### config.mk
export PLATFORM = sky130hd
export DESIGN_NAME = ipv4_tcp_checksum
export DESIGN_NICKNAME = d
export VERILOG_FILES = /design/src/rtl/core/itc_pkg.sv /design/src/rtl/core/ipv4_tcp_checksum.sv /design/src/rtl/core/itc_accum.sv
export SDC_FILE = /design/constraint.sdc
export NUM_CORES = 1
export LEC_CHECK = 0
export ABC_AREA = 1
export BUFFER_PORTS_ARGS = -buffer_cell sky130_fd_sc_hd__buf_2
export CAP_MARGIN = 20
export CORE_ASPECT_RATIO = 0.8
export CORE_MARGIN = 1
export CORE_UTILIZATION = 49
export DETAILED_ROUTE_END_ITERATION = 8
export HOLD_SLACK_MARGIN = 0.12
export PLACE_DENSITY = 0.65
export SKIP_CTS_REPAIR_TIMING = 1
export SLEW_MARGIN = 5
export SYNTH_ARGS = -nofsm -noshare
export SYNTH_HDL_FRONTEND = slang
export SYNTH_SLANG_ARGS = --single-unit
### constraint.sdc
create_clock -name clk -period 7.1 [get_ports clk]
set_input_delay 0.71 -clock clk [delete_from_list [all_inputs] [get_ports clk]]
set_output_delay 0.71 -clock clk [all_outputs]
set_load 0.03 [all_outputs]
### src/rtl/core/itc_pkg.sv
package itc_pkg;

	localparam int HDR_SUM_W = 21;	// at most 30 header words of 16 bits
	localparam int SEG_SUM_W = 32;	// whole segment plus pseudo-header

	localparam logic [7:0]  PROTO_TCP   = 8'd6;
	localparam logic [15:0] POS_MAX     = 16'hFFFF;
	localparam logic [15:0] ADDR_FIRST  = 16'd12;
	localparam logic [15:0] ADDR_LAST   = 16'd18;
	localparam logic [15:0] POS_IHL     = 16'd0;
	localparam logic [15:0] POS_LEN_LO  = 16'd3;
	localparam logic [15:0] POS_PROTO   = 16'd9;
	localparam logic [15:0] POS_ALWAYS  = 16'd4;

	// end-of-packet sums handed from the accumulator to the output stages
	typedef struct packed {
		logic [HDR_SUM_W-1:0] hdr_sum;
		logic [SEG_SUM_W-1:0] seg_sum;
		logic                 tcp;
	} itc_fin_t;

endpackage

### src/rtl/core/ipv4_tcp_checksum.sv
// IPv4 header and TCP checksum, computed on the fly over a packet stream.
// Input channel (s_*): one packet byte per item, IPv4 header first with the
// Ethernet header already removed; s_tlast marks the final byte.
// Output channel (m_*): one item per packet, issued for its last byte.
// m_tdata carries the inverted, folded header checksum and TCP checksum;
// m_tuser is high when the protocol byte is 6, else the TCP field reads 0.
// Throughput: one byte per cycle, set by the accumulate step, unless stalled.
// Path: the last byte is held in the input register, its sums in the fold
// stage, and the folded checksums in the result register.
// Stall: the result register holds while m_tready is low; non-final bytes
// keep flowing, and only a final byte waits in the input register for the
// fold stage to free up, which then drops s_tready.
// Reset: arst_n clears all packet state and empties the pipeline; the next
// byte taken is byte 0 of a packet.
module ipv4_tcp_checksum
	import itc_pkg::*;
(
	input  logic        clk,
	input  logic        arst_n,
	input  logic        s_tvalid,
	output logic        s_tready,
	input  logic [7:0]  s_tdata,	// [7:0] data_byte
	input  logic        s_tlast,	// last_byte
	output logic        m_tvalid,
	input  logic        m_tready,
	output logic [31:0] m_tdata,	// [15:0] ip_header_checksum, [31:16] tcp_checksum
	output logic        m_tuser	// tcp_present
);

	function automatic logic [15:0] fold_inv(input logic [31:0] s);
		logic [16:0] f1;
		logic [15:0] f2;
		f1 = {1'b0, s[31:16]} + {1'b0, s[15:0]};
		f2 = f1[15:0] + {15'd0, f1[16]};
		return ~f2;
	endfunction

	// input register
	logic       valid_s1, last_s1;
	logic [7:0] data_s1;
	// fold stage
	logic       valid_s2;
	itc_fin_t   fin_s2;
	// result register
	logic        res_valid_q, res_tcp_q;
	logic [15:0] res_hdr_q, res_seg_q;

	logic     out_free, s2_free, s1_go;
	itc_fin_t fin;

	assign out_free = !res_valid_q || m_tready;
	assign s2_free  = !valid_s2 || out_free;
	// only a final byte needs room downstream
	assign s1_go    = valid_s1 && (!last_s1 || s2_free);
	assign s_tready = !valid_s1 || s1_go;

	itc_accum u_accum (
		.clk       (clk),
		.arst_n    (arst_n),
		.step      (s1_go),
		.data_byte (data_s1),
		.last_byte (last_s1),
		.fin       (fin)
	);

	always_ff @(posedge clk or negedge arst_n) begin
		if (!arst_n) begin
			valid_s1    <= 1'b0;
			valid_s2    <= 1'b0;
			res_valid_q <= 1'b0;
		end else begin
			if (s_tready) begin
				valid_s1 <= s_tvalid;
			end
			if (s2_free) begin
				valid_s2 <= s1_go && last_s1;
			end
			if (out_free) begin
				res_valid_q <= valid_s2;
			end
		end
	end

	always_ff @(posedge clk) begin
		if (s_tvalid && s_tready) begin
			data_s1 <= s_tdata;
			last_s1 <= s_tlast;
		end
		if (s2_free && s1_go && last_s1) begin
			fin_s2 <= fin;
		end
		if (out_free && valid_s2) begin
			res_hdr_q <= fold_inv({{(32-HDR_SUM_W){1'b0}}, fin_s2.hdr_sum});
			res_seg_q <= fin_s2.tcp ? fold_inv(fin_s2.seg_sum) : 16'd0;
			res_tcp_q <= fin_s2.tcp;
		end
	end

	assign m_tvalid = res_valid_q;
	assign m_tdata  = {res_seg_q, res_hdr_q};
	assign m_tuser  = res_tcp_q;

	// a non-TCP packet reports a zero TCP checksum
	a_no_tcp_zero: assert property (@(posedge clk) disable iff (!arst_n)
		m_tvalid && !m_tuser |-> m_tdata[31:16] == 16'd0)
		else $error("TCP checksum nonzero for non-TCP packet");

	// input back-pressure only comes from a final byte waiting for the fold stage
	a_stall_cause: assert property (@(posedge clk) disable iff (!arst_n)
		!s_tready |-> valid_s1 && last_s1 && valid_s2 && res_valid_q && !m_tready)
		else $error("input stalled without a waiting final byte");

	// the fold stage fills only from a final byte
	a_fin_source: assert property (@(posedge clk) disable iff (!arst_n)
		$rose(valid_s2) |-> $past(valid_s1 && last_s1))
		else $error("fold stage loaded without a final byte");

endmodule

### src/rtl/core/itc_accum.sv
module itc_accum
	import itc_pkg::*;
(
	input  logic       clk,
	input  logic       arst_n,
	input  logic       step,
	input  logic [7:0] data_byte,
	input  logic       last_byte,
	output itc_fin_t   fin
);

	logic [15:0]          pos_q;
	logic [7:0]           pend_q;
	logic [HDR_SUM_W-1:0] hdr_q;
	logic [SEG_SUM_W-1:0] seg_q;
	logic [3:0]           ihl_q;
	logic [15:0]          plen_q;
	logic [7:0]           prot_q;

	logic                 in_rng, nxt_in_rng, odd, add_en, in_hdr, in_addr;
	logic [3:0]           ihl_n;
	logic [15:0]          plen_n, start, word, tcp_len;
	logic [7:0]           prot_n;
	logic [16:0]          seg_add;
	logic [HDR_SUM_W-1:0] hdr_n;
	logic [SEG_SUM_W-1:0] seg_n;

	always_comb begin
		odd        = pos_q[0];
		in_rng     = (pos_q < POS_ALWAYS) || (pos_q < plen_q);
		nxt_in_rng = ({1'b0, pos_q} + 17'd1 < {1'b0, POS_ALWAYS})
			|| ({1'b0, pos_q} + 17'd1 < {1'b0, plen_q});
		ihl_n  = (in_rng && pos_q == POS_IHL) ? data_byte[3:0] : ihl_q;
		plen_n = (in_rng && pos_q == POS_LEN_LO) ? {pend_q, data_byte} : plen_q;
		prot_n = (in_rng && pos_q == POS_PROTO) ? data_byte : prot_q;
		// a word is added on its low byte, or early on a high byte with no partner
		add_en = in_rng && (odd || last_byte || !nxt_in_rng);
		start  = {pos_q[15:1], 1'b0};
		word   = odd ? {pend_q, data_byte} : {data_byte, 8'h00};
		in_hdr  = start < {10'd0, ihl_n, 2'b00};
		in_addr = (start >= ADDR_FIRST) && (start <= ADDR_LAST);
		seg_add = 17'd0;
		if (add_en && !in_hdr) begin
			seg_add = seg_add + {1'b0, word};
		end
		if (add_en && in_addr) begin
			seg_add = seg_add + {1'b0, word};
		end
		hdr_n   = hdr_q + ((add_en && in_hdr) ? {{(HDR_SUM_W-16){1'b0}}, word} : '0);
		seg_n   = seg_q + {{(SEG_SUM_W-17){1'b0}}, seg_add};
		tcp_len = plen_n - {10'd0, ihl_n, 2'b00};
		fin.hdr_sum = hdr_n;
		fin.seg_sum = seg_n + {{(SEG_SUM_W-16){1'b0}}, tcp_len}
			+ {{(SEG_SUM_W-8){1'b0}}, PROTO_TCP};
		fin.tcp     = prot_n == PROTO_TCP;
	end

	always_ff @(posedge clk or negedge arst_n) begin
		if (!arst_n) begin
			pos_q  <= '0;
			pend_q <= '0;
			hdr_q  <= '0;
			seg_q  <= '0;
			ihl_q  <= '0;
			plen_q <= '0;
			prot_q <= '0;
		end else if (step) begin
			if (last_byte) begin
				// clear for the next packet
				pos_q  <= '0;
				pend_q <= '0;
				hdr_q  <= '0;
				seg_q  <= '0;
				ihl_q  <= '0;
				plen_q <= '0;
				prot_q <= '0;
			end else begin
				if (pos_q != POS_MAX) begin
					pos_q <= pos_q + 16'd1;
				end
				if (in_rng && !odd) begin
					pend_q <= data_byte;
				end
				hdr_q  <= hdr_n;
				seg_q  <= seg_n;
				ihl_q  <= ihl_n;
				plen_q <= plen_n;
				prot_q <= prot_n;
			end
		end
	end

endmodule

# After elaboration in Yosys (flattened, before gate mapping)
# Index checks and enable logic that the tools add are counted.
# totals
regBits,204
latchBits,0
mem_bits_rw,0
mem_bits_ro,0
inputBits,13
out_inout_bits,35
word_cells,94
memories,0
# op_classes
addsub,12
n_mul,0
n_div,0
order_cmp,7
n_eq_ne,4
n_shift,0
n_mux,16
bitwise_logic,2
n_reduce_logical,35
# ops
cell,n
16-bit two-way mux,7
16-bit by 16-bit adder with 17-bit output,2
16-bit by 1-bit adder with 16-bit output,2
32-bit by 16-bit adder with 32-bit output,1
32-bit by 17-bit adder with 32-bit output,1
32-bit by 3-bit adder with 32-bit output (second input constant),1
32-bit two-way mux,1
8-bit two-way mux,4
16-bit inverter,2
21-bit adder,1
21-bit two-way mux,1
16-bit by 1-bit adder with 17-bit output (second input constant),1
5-bit by 16-bit adder with 17-bit output,1
17-bit by 16-bit < comparator with 1-bit output,1
17-bit by 3-bit < comparator with 1-bit output (second input constant),1
17-bit two-way mux,1
16-bit by 1-bit adder with 16-bit output (second input constant),1
16-bit by 2-bit equality test with 1-bit output (second input constant),1
16-bit by 4-bit equality test with 1-bit output (second input constant),1
16-bit by 4-bit greater-or-equal comparator with 1-bit output (second input constant),1
16-bit by 5-bit less-or-equal comparator with 1-bit output (second input constant),1
16-bit zero test,1
16-bit < comparator,1
16-bit by 3-bit < comparator with 1-bit output (second input constant),1
other kinds (10),40

# Depth between registers and ports, before layout
# logic_depth
ltp_word,13
depth_mapped,47

# Cells and area by module
# Synthesis repeated with hierarchy kept, for this count alone.
# hier_totals
hier_cells,2225
area_unflattened_um2,16194.3
# modules_own_cells
mod,instances,cells_per_inst,area_per_inst_um2,seq_area_each_um2
itc_accum,1,1620,10687.8,2627.5
ipv4_tcp_checksum,1,605,5506.5,2957.8

# Worst setup path after synthesis
# No wires, ideal clock.
# synth_timing
path_kind,reg-to-reg
startpoint,register u_accum.pos_q[0]
endpoint,register fin_s2[32] (netlist name) (data pin)
setup_time_ns,0.249
arrival_ns,5.963
t_required_ns,6.851
path_slack_ns,0.888
path_stages_with_launch,39
n_path_buf,2
synth_period_minus_slack_ns,6.212
path_cell_list,dfrtp_1 clkbuf_1 inv_1 ha_1 nand2_1 nor2_2 nand2_2 o21ai_0 ha_1 a2111oi_4 nand2_4 nand4_2 buf_6 nand2_1 nor2_1 ha_1 inv_1 fa_1 [... 3 more ...] nand2_1 nand2_1 xor2_1 ha_1 ha_1 nand2_1 inv_1 nand3_1 o21ai_0 nand2_1 nand2_1 nand3_1 nor2_2 nand2_2 nor2_2 nand3_1 nand2_1 inv_1
# synth_lines
item,line_no,text
from (decl),itc_accum.sv:12,logic [15:0] pos_q;
from (signal assigned),itc_accum.sv:79,pos_q <= pos_q + 16'd1;
to (signal assigned),ipv4_tcp_checksum.sv:90,fin_s2 <= fin;
to (decl),ipv4_tcp_checksum.sv:43,itc_fin_t fin_s2;

==> metrics.txt <==
Post-synth ARST share between 50% and 60%; number of global-route vias before repair about 13k; H-tree depth 1; layout cell share with drive strength beyond 1 just over 8%; Mean Syn Cell Area roughly 7.5 sq um; startpoint types flop; post-route clock period utilization between 90 and 100%; global-route wire length before repair roughly 70,000 um; leakage power between 8 and 9 nW; RSZ-0062 raised after global routing no; worst slew pin tran 0.923 ns; most common cell in the netlist nand2_1; internal power just over 3 mW; Die Span Y 161 um; Yosys top cell area share between 10% and 20%; Critical Path Sink Type flop; number of enable flip-flop cells after synthesis 96; cell area after synthesis approximately 0.016 sq mm; post-synthesis mux area share 0%; main flop type after synthesis dfrtp_1; clk buf depth 3; worst ir drop on vdd approximately 0.18 mV; Netlist cell types 46; CP most frequent cell nand2_1; Total Power 5.39 mW; Die X approximately 200 um; Area Overhead vs Synth 10.9%; num rows 57; GR Util All Layers 27.3%; # Max-Cap Violations 0; Worst Setup EP fin_s2[31]; crit-path max FO 14; wire per inst between 15 and 20 um; Antenna Diode Count 0; combinational family with the most area after synthesis simple AND/OR/NAND/NOR gates; setup_tns 0 ns; status finished, final reports clean; final setup fails 0; worst min path class input pin to async pin; combinational fraction of design power around 48%; crit path time final approximately 6.6 ns; Worst EP arrival 6.91 ns; R2R Setup Slk about 0.48 ns; sequential area share after synthesis a little over a third; 1st-iter DRT viols ~1.2k; antenna violations before repair 0; post-synthesis compound-gate area fraction 11.2%; Syn Nets around 2.2k; Seq pwr share 29.9%; cts bufs inserted 24; total grt overflow 0; reg-to-reg endpoint fin_s2[31]; Final HPWL DP around 34,000 um; CTS root buf clkbuf_16; Cells after Synth 2,085; max frequency 151 MHz; CP max stage delay ~0.46 ns; Cell Pwr Density approximately 310 mW/mm^2; Avg Vias per Cell ~5.5; largest net degree at the start of global routing 68; power share of the clock group a little over a fifth; area leader, netlist edfxtp_1; Req. time, crit path 7.40 ns; Clock Sinks 204; Worst R2R Path Depth 38; CP startpoint u_accum.pos_q[0]; top post-synthesis cells by count nand2_1, inv_1, nor2_1, nand3_1, ha_1; Synth Area in XOR/XNOR 5.68%; nets 2,298; GP Congestion 0.946; TritonCTS clock tree yes; NetSw ~2.3 mW; Final ANT Viol Nets 0; CORE AREA about 0.03 sq mm; Switching Fraction 42.9%; slew margin rel. about two fifths; DRT Wirelength about 43,000 um; clock skew ~0.014 ns; via count between 10k and 15k; FF-to-FF Start u_accum.pos_q[0]; Warnings, synthesis 0; Simple-Gate Fraction of Synth Area roughly 27%; Slew Limit Fails 0; die area 0.0325 sq mm; PortBufs 47; Initial Util between 50% and 60%; Worst-path clk slew 0.06 ns; drt first pass iters 6; Synth Area in Adders a little under an eighth; DRC errors left 0; register bit total from synthesis approximately 200; Slowest-stage cell, CP xor2_1; ranking of synthesized cells by area edfxtp_1, dfrtp_1, nand2_1; Skew-Pair Late Insertion Delay about 0.55 ns; Final Hold Fails 0; WS Path Type flop to flop; top-level I/O count 48
[placed cells by master (no fill, tap or decap), types with 13 or more instances in the layout]
cell / Yosys / layout
xnor2_1: 16 / 13
nor2_2: 10 / 15
edfxtp_1: 96 / 96
dfrtp_1: 108 / 104
a21oi_1: 88 / 87
nor2_1: 177 / 171
nand2_2: 9 / 13
o21ai_0: 86 / 84
nand3_1: 144 / 141
nand2_1: 553 / 548
clkbuf_16: 0 / 24
o22ai_1: 58 / 58
ha_1: 131 / 123
inv_1: 321 / 320
xor2_1: 85 / 80
nand4_1: 60 / 60
buf_4: 0 / 23
nor3_1: 18 / 18
buf_2: 5 / 46
a22o_1: 27 / 27
[cell families after synthesis]
group / Yosys count
buffers and inverters: 358
AOI/OAI and AO/OA: 293
adders and majority gates: 137
DFF: 204
xor gates and xnor gates: 101
and+or+nand+nor: 992
[critical path: cells and delay by family (launching register included)]
kind	cells	cell delay, ns
flops	1	0.44
fa+ha+maj	5	1.53
xor+xnor	2	0.65
simple gates	25	2.72
compound gates	2	0.48
buf+inv	4	0.52
[through the flow]
stage	area (sq um)	util, %	instances	hold slack [ns]	worst slack, ns
finish	17300	56.0	2577	0.163	0.484
global route	17300	56.0	2577	0.204	0.0125
CTS	17000	55.3	2570	0.175	0.0719
detailed placement	16300	52.9	2528	0.453	0.126
global placement	16300	52.9	2528	0.438	0.216
floorplan	15600	-	2085	0.414	0.888
[registers in the layout, indices dropped and copies added (netlist names)]
register	count
data_s1	8
fin_s2	54
last_s1	1
m_tuser	1
m_tvalid	1
res_hdr_q	16
res_seg_q	16
u_accum.hdr_q	21
u_accum.ihl_q	4
u_accum.pend_q	8
u_accum.plen_q	16
u_accum.pos_q	16
u_accum.prot_q	8
u_accum.seg_q	32
valid_s1	1
valid_s2	1
[power by group through the flow]
stage	Sequential (mW)	Combinational, mW	Clock, mW
floorplan	1.66	1.80	0
global placement	1.63	2.47	0
detailed placement	1.63	2.48	0
CTS	1.62	2.51	1.21
global route	1.63	2.90	1.25
finish	1.61	2.59	1.19
[area by class of cell]
cell class,instances,area (sq um)
fill,3015,13600
multi-input combinational,1523,8770
sequential,204,5590
inverter,325,1220
clock buffer,31,637
tap,413,517
timing repair buffer,70,423
clock inverter,11,100
[how the worst min path moves through the flow]
stage,depth (start not counted),from,end
5_1_grt,1,arst_n,u_accum.pos_q[13]
3_5_place_dp,0,fin_s2[0],m_tuser
6_report,1,arst_n,u_accum.pos_q[13]
2_1_floorplan,0,arst_n,m_tvalid
3_3_place_gp,0,fin_s2[0],m_tuser
4_1_cts,1,arst_n,u_accum.pos_q[13]
[metal layers]
metal / global-route usage [%] / up-vias / part of all wire (%)
li1: - / 7042 / -
met1: 40.5 / 6596 / 49
met2: 40.9 / 413 / 41
met3: 4.22 / 72 / 6.5
met4: 7.92 / 0 / 3.0
met5: 0 / - / 0
Power figures use the tool's default switching activity.
